===== src/rtl/core/sate_pkg.sv =====
// Shared types and codes for the sorted table engine.
`timescale 1ns / 1ps
package sate_pkg;
	localparam int MODE_W   = 2;
	localparam int VALUE_W  = 32;
	localparam int STATUS_W = 2;
	localparam int OUT_W    = 5;

	localparam logic [MODE_W-1:0] MODE_SEARCH = 2'd0;
	localparam logic [MODE_W-1:0] MODE_INSERT = 2'd1;
	localparam logic [MODE_W-1:0] MODE_DELETE = 2'd2;

	localparam logic [STATUS_W-1:0] ST_OK        = 2'd0;
	localparam logic [STATUS_W-1:0] ST_NOT_FOUND = 2'd1;
	localparam logic [STATUS_W-1:0] ST_OVERFLOW  = 2'd2;
	localparam logic [STATUS_W-1:0] ST_UNDERFLOW = 2'd3;

	typedef struct packed {
		logic capture;
		logic commit;
	} sate_ctl_t;

	typedef struct packed {
		logic [STATUS_W-1:0] status;
		logic [OUT_W-1:0]    position;
		logic [OUT_W-1:0]    match_count;
		logic [OUT_W-1:0]    fill_level;
	} sate_res_t;
endpackage


===== src/rtl/core/sate_datapath.sv =====
// Datapath: row of table cells with per-cell compare and local shift.
`timescale 1ns / 1ps
module sate_datapath import sate_pkg::*; #(
	parameter int CAPACITY = 16
) (
	input  logic                      clk,
	input  logic                      arst_n,
	input  sate_ctl_t                 ctl,
	input  logic [MODE_W-1:0]         mode,
	input  logic signed [VALUE_W-1:0] value,
	output sate_res_t                 res
);
	localparam int CNT_W = $clog2(CAPACITY + 1);

	logic [MODE_W-1:0]         mode_q;
	logic signed [VALUE_W-1:0] value_q;
	logic [CAPACITY-1:0]       lt_s1, le_s1;
	logic [CAPACITY-1:0]       lt_d, le_d;
	logic [CNT_W-1:0]          used_q, used_d;
	logic signed [VALUE_W-1:0] entries_q [CAPACITY];
	logic signed [VALUE_W-1:0] ins_src [CAPACITY];
	logic signed [VALUE_W-1:0] del_src [CAPACITY];
	logic [CNT_W-1:0]          lt_cnt, le_cnt;
	logic                      match, full, empty, do_ins, do_del;
	sate_res_t                 res_d, res_q;

	// Held entries are sorted and packed at the bottom, so each flag vector is a
	// thermometer code; its length is the index of the first clear flag.
	function automatic logic [CNT_W-1:0] therm_count(input logic [CAPACITY-1:0] t);
		logic [CAPACITY:0] tx;
		logic [CNT_W-1:0]  c;
		tx = {1'b0, t};
		c  = '0;
		for (int k = 0; k < CAPACITY; k++) begin
			if (tx[k] && !tx[k+1]) c = c | CNT_W'(k + 1);
		end
		return c;
	endfunction

	for (genvar i = 0; i < CAPACITY; i++) begin : g_cell
		logic held;
		assign held    = (CNT_W'(i) < used_q);
		assign lt_d[i] = held && (entries_q[i] < value);
		assign le_d[i] = held && (entries_q[i] <= value);

		if (i == 0) begin : g_first
			assign ins_src[i] = value_q;
		end else begin : g_rest
			assign ins_src[i] = le_s1[i-1] ? value_q : entries_q[i-1];
		end
		if (i == CAPACITY - 1) begin : g_last
			assign del_src[i] = entries_q[i];
		end else begin : g_inner
			assign del_src[i] = entries_q[i+1];
		end
	end

	always_ff @(posedge clk) begin
		for (int i = 0; i < CAPACITY; i++) begin
			if (do_ins && !le_s1[i]) entries_q[i] <= ins_src[i];
			else if (do_del && !lt_s1[i]) entries_q[i] <= del_src[i];
		end
	end

	assign lt_cnt = therm_count(lt_s1);
	assign le_cnt = therm_count(le_s1);
	assign match  = (lt_s1 != le_s1);
	assign full   = (used_q == CNT_W'(CAPACITY));
	assign empty  = (used_q == '0);

	always_comb begin
		res_d.status      = ST_OK;
		res_d.position    = '0;
		res_d.match_count = '0;
		res_d.fill_level  = OUT_W'(used_q);
		used_d            = used_q;
		do_ins            = 1'b0;
		do_del            = 1'b0;
		case (mode_q)
			MODE_SEARCH: begin
				if (match) begin
					res_d.position    = OUT_W'(lt_cnt);
					res_d.match_count = OUT_W'(le_cnt - lt_cnt);
				end else begin
					res_d.status = ST_NOT_FOUND;
				end
			end
			MODE_INSERT: begin
				if (full) begin
					res_d.status = ST_OVERFLOW;
				end else begin
					do_ins           = ctl.commit;
					used_d           = used_q + CNT_W'(1);
					res_d.position   = OUT_W'(le_cnt);
					res_d.fill_level = OUT_W'(used_d);
				end
			end
			MODE_DELETE: begin
				if (empty) begin
					res_d.status = ST_UNDERFLOW;
				end else if (!match) begin
					res_d.status = ST_NOT_FOUND;
				end else begin
					do_del           = ctl.commit;
					used_d           = used_q - CNT_W'(1);
					res_d.position   = OUT_W'(lt_cnt);
					res_d.fill_level = OUT_W'(used_d);
				end
			end
			default: begin
			end
		endcase
	end

	always_ff @(posedge clk) begin
		if (ctl.capture) begin
			mode_q  <= mode;
			value_q <= value;
			lt_s1   <= lt_d;
			le_s1   <= le_d;
		end
		if (ctl.commit) res_q <= res_d;
	end

	always_ff @(posedge clk or negedge arst_n) begin
		if (!arst_n) begin
			used_q <= '0;
		end else if (ctl.commit) begin
			used_q <= used_d;
		end
	end

	assign res = res_q;
endmodule


===== config.mk =====
export PLATFORM = sky130hd
export DESIGN_NAME = sate_datapath
export DESIGN_NICKNAME = d
export VERILOG_FILES = /design/src/rtl/core/sate_pkg.sv /design/src/rtl/core/sate_datapath.sv
export SDC_FILE = /design/constraint.sdc
export NUM_CORES = 2
export LEC_CHECK = 0
export BUFFER_PORTS_ARGS = -buffer_cell sky130_fd_sc_hd__buf_4
export CAP_MARGIN = 20
export CORE_MARGIN = 10
export CORE_UTILIZATION = 45
export CTS_CLUSTER_DIAMETER = 150
export DETAILED_ROUTE_END_ITERATION = 16
export PLACE_DENSITY_LB_ADDON = 0.12
export SYNTH_ARGS = -nofsm -noshare
export SYNTH_HDL_FRONTEND = slang
export SYNTH_SLANG_ARGS = --single-unit

===== constraint.sdc =====
create_clock -name clk -period 10.4 [get_ports clk]
set_input_delay 2.08 -clock clk [delete_from_list [all_inputs] [get_ports clk]]
set_output_delay 2.08 -clock clk [all_outputs]
set_load 0.005 [all_outputs]

After elaboration in Yosys (flattened, before gate mapping)
Memories as Yosys holds them, arrays and structs flattened.
Index checks and enable logic that the tools add are counted.
{ "classes": {"muxes": 160, "n_reduce_logical": 129, "addsub": 3, "eq_ne": 4, "bitwise": 16, "n_lt_le_gt_ge": 48} }
{ "op_table": {"columns": ["cell", "count"], "rows": [
  ["$mux 32", 31],
  ["$le 32x32->1", 16],
  ["$lt 32x32->1", 16],
  ["$logic_and 1x1->1", 94],
  ["$mux 1", 88],
  ["$mux 4", 16],
  ["$lt 4x5->1 const A", 8],
  ["$mux 5", 8],
  ["$logic_not 1->1", 32],
  ["$mux 3", 8],
  ["$pmux 7 s3", 1],
  ["$lt 3x5->1 const A", 4],
  ["$ne 16x16->1", 1],
  ["$or 1x1->1", 16],
  ["$mux 2", 6],
  ["$lt 1x5->1 const A", 2],
  ["$lt 2x5->1 const A", 2],
  ["$mux 10", 1],
  ["$pmux 5 s2", 1],
  ["$add 5x1->5 const B", 1],
  ["$eq 5x5->1 const B", 1],
  ["$logic_not 5->1", 1],
  ["$sub 5x1->5 const B", 1],
  ["$sub 5x5->5", 1],
  ["other kinds (4)", 4]
]} }
{ "word_totals": {"out_inout_bits": 17, "register_bits": 88, "ram_bits": 512, "memories": 1, "wordCells": 370} }
{ "mem_list": {"columns": ["memory", "depth", "width", "read_ports", "rd_clocked_by_memory_dff", "write_ports", "line", "source"], "rows": [
  ["entries_q", 16, 32, 16, 0, 16, "sate_datapath.sv:20", "logic signed [VALUE_W-1:0] entries_q [CAPACITY];"]
]} }

Longest topological paths before layout
{ "logic_depth": {"word_depth": 21, "ltp_mapped": 13, "depth_no_buf": 11} }

Least setup slack after synthesis
No wires, ideal clock.
{ "synth_path": {"path_kind": "input to register", "from": "input port ctl[0] (netlist name)", "to": "memory entries_q[0][0], enable pin", "required_time_ns": 9.967, "path_buffers": 2, "arrival_time_ns": 4.205, "stages": 4, "setup_slack_ns": 5.762, "cell_sequence": "nand3_1 > buf_2 > buf_1 > o22ai_1"} }
{ "synth_rtl": {"columns": ["item", "line", "source"], "rows": [
  ["from (decl)", "sate_datapath.sv:8", "input sate_ctl_t ctl,"],
  ["to (decl)", "sate_datapath.sv:20", null]
]} }

Final worst setup path
{ "layout_path": {"from": "input port value[26]", "to": "register le_s1[3], data pin"} }
{ "layout_via": {"elab_chain_len": 2} }
{ "layout_rtl": {"columns": ["item", "line", "source"], "rows": [
  ["from (decl)", "sate_datapath.sv:10", "input logic signed [VALUE_W-1:0] value,"],
  ["$le 32x32->1", "sate_datapath.sv:44", "assign le_d[i] = held && (entries_q[i] <= value);"],
  ["$logic_and 1x1->1", "sate_datapath.sv:44", null],
  ["named net le_d[3]", "sate_datapath.sv:18", "logic [CAPACITY-1:0] lt_d, le_d;"],
  ["to (signal assigned)", "sate_datapath.sv:120", "le_s1 <= le_d;"],
  ["to (decl)", "sate_datapath.sv:17", "logic [CAPACITY-1:0] lt_s1, le_s1;"]
]} }
The timed path passes the listed nets, and every way through them passes these cells.
A chain may end at the register's enable or synchronous reset.

==> metrics.md <==
| Metric | Value |
|---|---|
| Grt total ovfl | `0` |
| DR vias | `about 30,000` |
| Share of flip-flops with an asynchronous set or reset | `less than 1%` |
| Worst-path maximum fanout | `16` |
| CTS tree | `built` |
| Placed Cells | `5,075` |
| Total power | `8.29 mW` |
| Reg-to-reg slack, setup | `around 6000 ps` |
| Fin cells | `roughly 5,200` |
| Synth Register Bits | `600` |
| Sequential fraction of the synthesis area | `a little over two fifths` |
| Htree depth | `3` |
| RSZ-0062 raised after global routing | `no` |
| Vias in the first global route | `about 30,000` |
| Clk buf depth | `3` |
| Routed WL | `about 120,000 um` |
| Dpl ws | `a little over 5000 ps` |
| Fin util | `between 40% and 50%` |
| Fmax | `~210 MHz` |
| Crit end category | `register` |
| Status | `finished, final reports clean` |
| Synthesized cell area | `between 40,000 and 50,000 um^2` |
| Clock Latency Late Sink | `approximately 630 ps` |
| Post-route DRC | `0` |
| Tmin final | `roughly 4800 ps` |
| Root buffer cell | `clkbuf_16` |
| CTS sink cnt | `600` |
| Worst EP arrival | `~5100 ps` |
| Final antenna-violating net count | `0` |
| Most common cell after layout, fill and taps aside | `edfxtp_1` |
| Peak VDD IR | `approximately 0.11 mV` |
| Initial antenna violation count | `0` |
| Routed vias/inst | `~5.8` |
| Layout overhead on the synthesized area | `8.43%` |
| Main area contributors after synthesis | `edfxtp_1, ha_1, mux2i_1, a21oi_2, nor2_1` |
| RD Place Congestion | `0.857` |
| Die area | `~110,000 um^2` |
| Period Utilization, post-route | `a little under half` |
| Worst EP required | `about 11,000 ps` |
| Clock Pin Slew Worst Setup and Hold Paths | `roughly 60 ps` |
| Setup violations, final | `0` |
| Ant. Diodes | `0` |
| Crit path kind | `in -> reg` |
| CTS buffer count | `75` |
| Layout cells sized above 1 | `roughly a fifth` |
| CTS Hold Bufs | `0` |
| Leak Pwr | `~18 nW` |
| WL/cell | `between 20 and 25 um` |
| Relative slew margins | `between 20% and 30%` |
| HPWL Detailed | `93,400 um` |
| Max-Cap Viols | `0` |
| Core area | `between 90,000 and 100,000 um^2` |
| Post-synth top area cell | `edfxtp_1` |
| Post-synth top flop | `edfxtp_1` |
| Core Rows | `113` |
| Most frequent cells in the layout | `edfxtp_1, ha_1, nor2_1` |
| Port Buffers | `54` |
| Post-CTS Setup Bufs | `0` |
| Hold Fails Final Rpt | `0` |
| Die Wd | `about 330 um` |
| DRT Pass-1 Iters | `5` |
| Syn Area/Cell | `around 11 um^2` |
| Distinct cells, synth | `between 60 and 70` |
| Type of origin of the critical path | `input pin` |
| Fillers | `8,587` |
| Setup WS post-layout | `5600 ps` |
| First-pass GRT wire length | `around 190,000 um` |
| Cells after Synth | `3,891` |
| Mapped Nets | `around 4,500` |
| CTS-repair resized insts | `0` |
| I/O Pins | `55` |
| Starting Density | `45.3%` |
| Hold Path Class | `reg -> reg` |
| Power per Cell Area | `about 180 nW/um^2` |
| Share of the synthesized area in the top cell type | `approximately 42%` |
| Slew Limit Fails | `0` |
| Global-route usage over all layers | `22.7%` |
| Setup TNS | `0 ps` |
| Worst slew pin tran | `around 1100 ps` |
| EDFF count, synth | `roughly 600` |
| Final net count | `around 4,500` |
| Initial DRC Count | `roughly 2,300` |
| Largest net degree at the start of global routing | `between 60 and 70` |
| Skew final | `roughly 21 ps` |
| Die Height | `329 um` |
| Synth Warn # | `0` |
[cell type report]
type	count	area, um^2	area share, %
multi-input combinational	2985	23400	50.3
sequential	600	18000	38.6
clock buffer	108	2150	4.61
tap	1265	1580	3.39
timing repair buffer	132	1030	2.21
inverter	95	357	0.765
clock inverter	18	73.8	0.158
[critical path, cell delays in order]
cell	delay (ps)
buf_4	120
inv_1	580
ha_1	280
nand4_1	130
nor4_1	700
inv_1	110
nor3_1	650
a21oi_1	180
xor2_1	200
o21ai_0	90
[state kept, by name, indices dropped and copies added, names as in the netlist]
name and count:
entries_q 512, value_q 32, res 17, le_s1 16
lt_s1 16, used_q 5, mode_q 2
[Yosys cell counts, drive strengths merged (4+ instances only)]
cell type and number:
nand2 143, o21ba 4, and3 4, xor2 4, o22ai 19, a21boi 6
edfxtp 595, a211oi 18, nor4 26, inv 95, o31ai 6, nand4 98
and2 4, and4 7, nor2 523, o211ai 11, ha 523, nor2b 30
mux2i 452, o21ai 92, xnor2 18, dfrtp 5, nand3 39, mux2 66
o21a 23, a21o 64, nand3b 4, a22o 7, buf 118, clkbuf 93
o221ai 7, a31oi 6, or2 8, nand2b 22, nor3 19, o2111ai 5
a21oi 666, a31o 5, or3 22
[per-stage QoR]
step | instance area (um^2) | hold WS [ps]
after floorplan | 43000 | 565
after global placement | 44400 | 589
after detailed placement | 44400 | 599
after CTS | 46600 | 613
after global routing | 46600 | 642
final | 46600 | 614
[final timing paths]
path	startpoint	endpoint	cells after the start
setup / recovery	value[26]	le_s1[3]	10
hold / removal	entries_q[1][232]	entries_q[1][200]	2
setup reg to reg	le_s1[15]	entries_q[0][118]	9
hold reg to reg	entries_q[1][232]	entries_q[1][200]	2
max in group asynchronous	arst_n	used_q[4]	1
min in group asynchronous	arst_n	used_q[2]	1
[cell families after synthesis]
| logic type | share of synthesized area, % |
|---|---|
| AOI/OAI and AO/OA | 16.0 |
| xor gates and xnor gates | 0.448 |
| adders and majority gates | 15.3 |
| buffers and inverters | 4.20 |
| DFF | 41.8 |
| muxes | 12.2 |
| and+or+nand+nor | 10.0 |
[per-layer routing]
| layer | track usage [%] | wire length (um) | vias up |
|---|---|---|---|
| met2 | 37.1 | 57700 | 703 |
| met4 | 6.90 | 3420 | 0 |
| met1 | 31.3 | 58000 | 14731 |
| met5 | 0 | 0 | - |
| li1 | - | - | 14625 |
| met3 | 2.78 | 5700 | 156 |
[power breakdown]
part,internal (mW),switching (mW),total [mW]
logic,0.948,1.39,2.34
clock network,1.42,1.05,2.47
registers,3.14,0.340,3.48
total,5.51,2.78,8.29
Note: power is estimated with default switching activity, not from simulation.
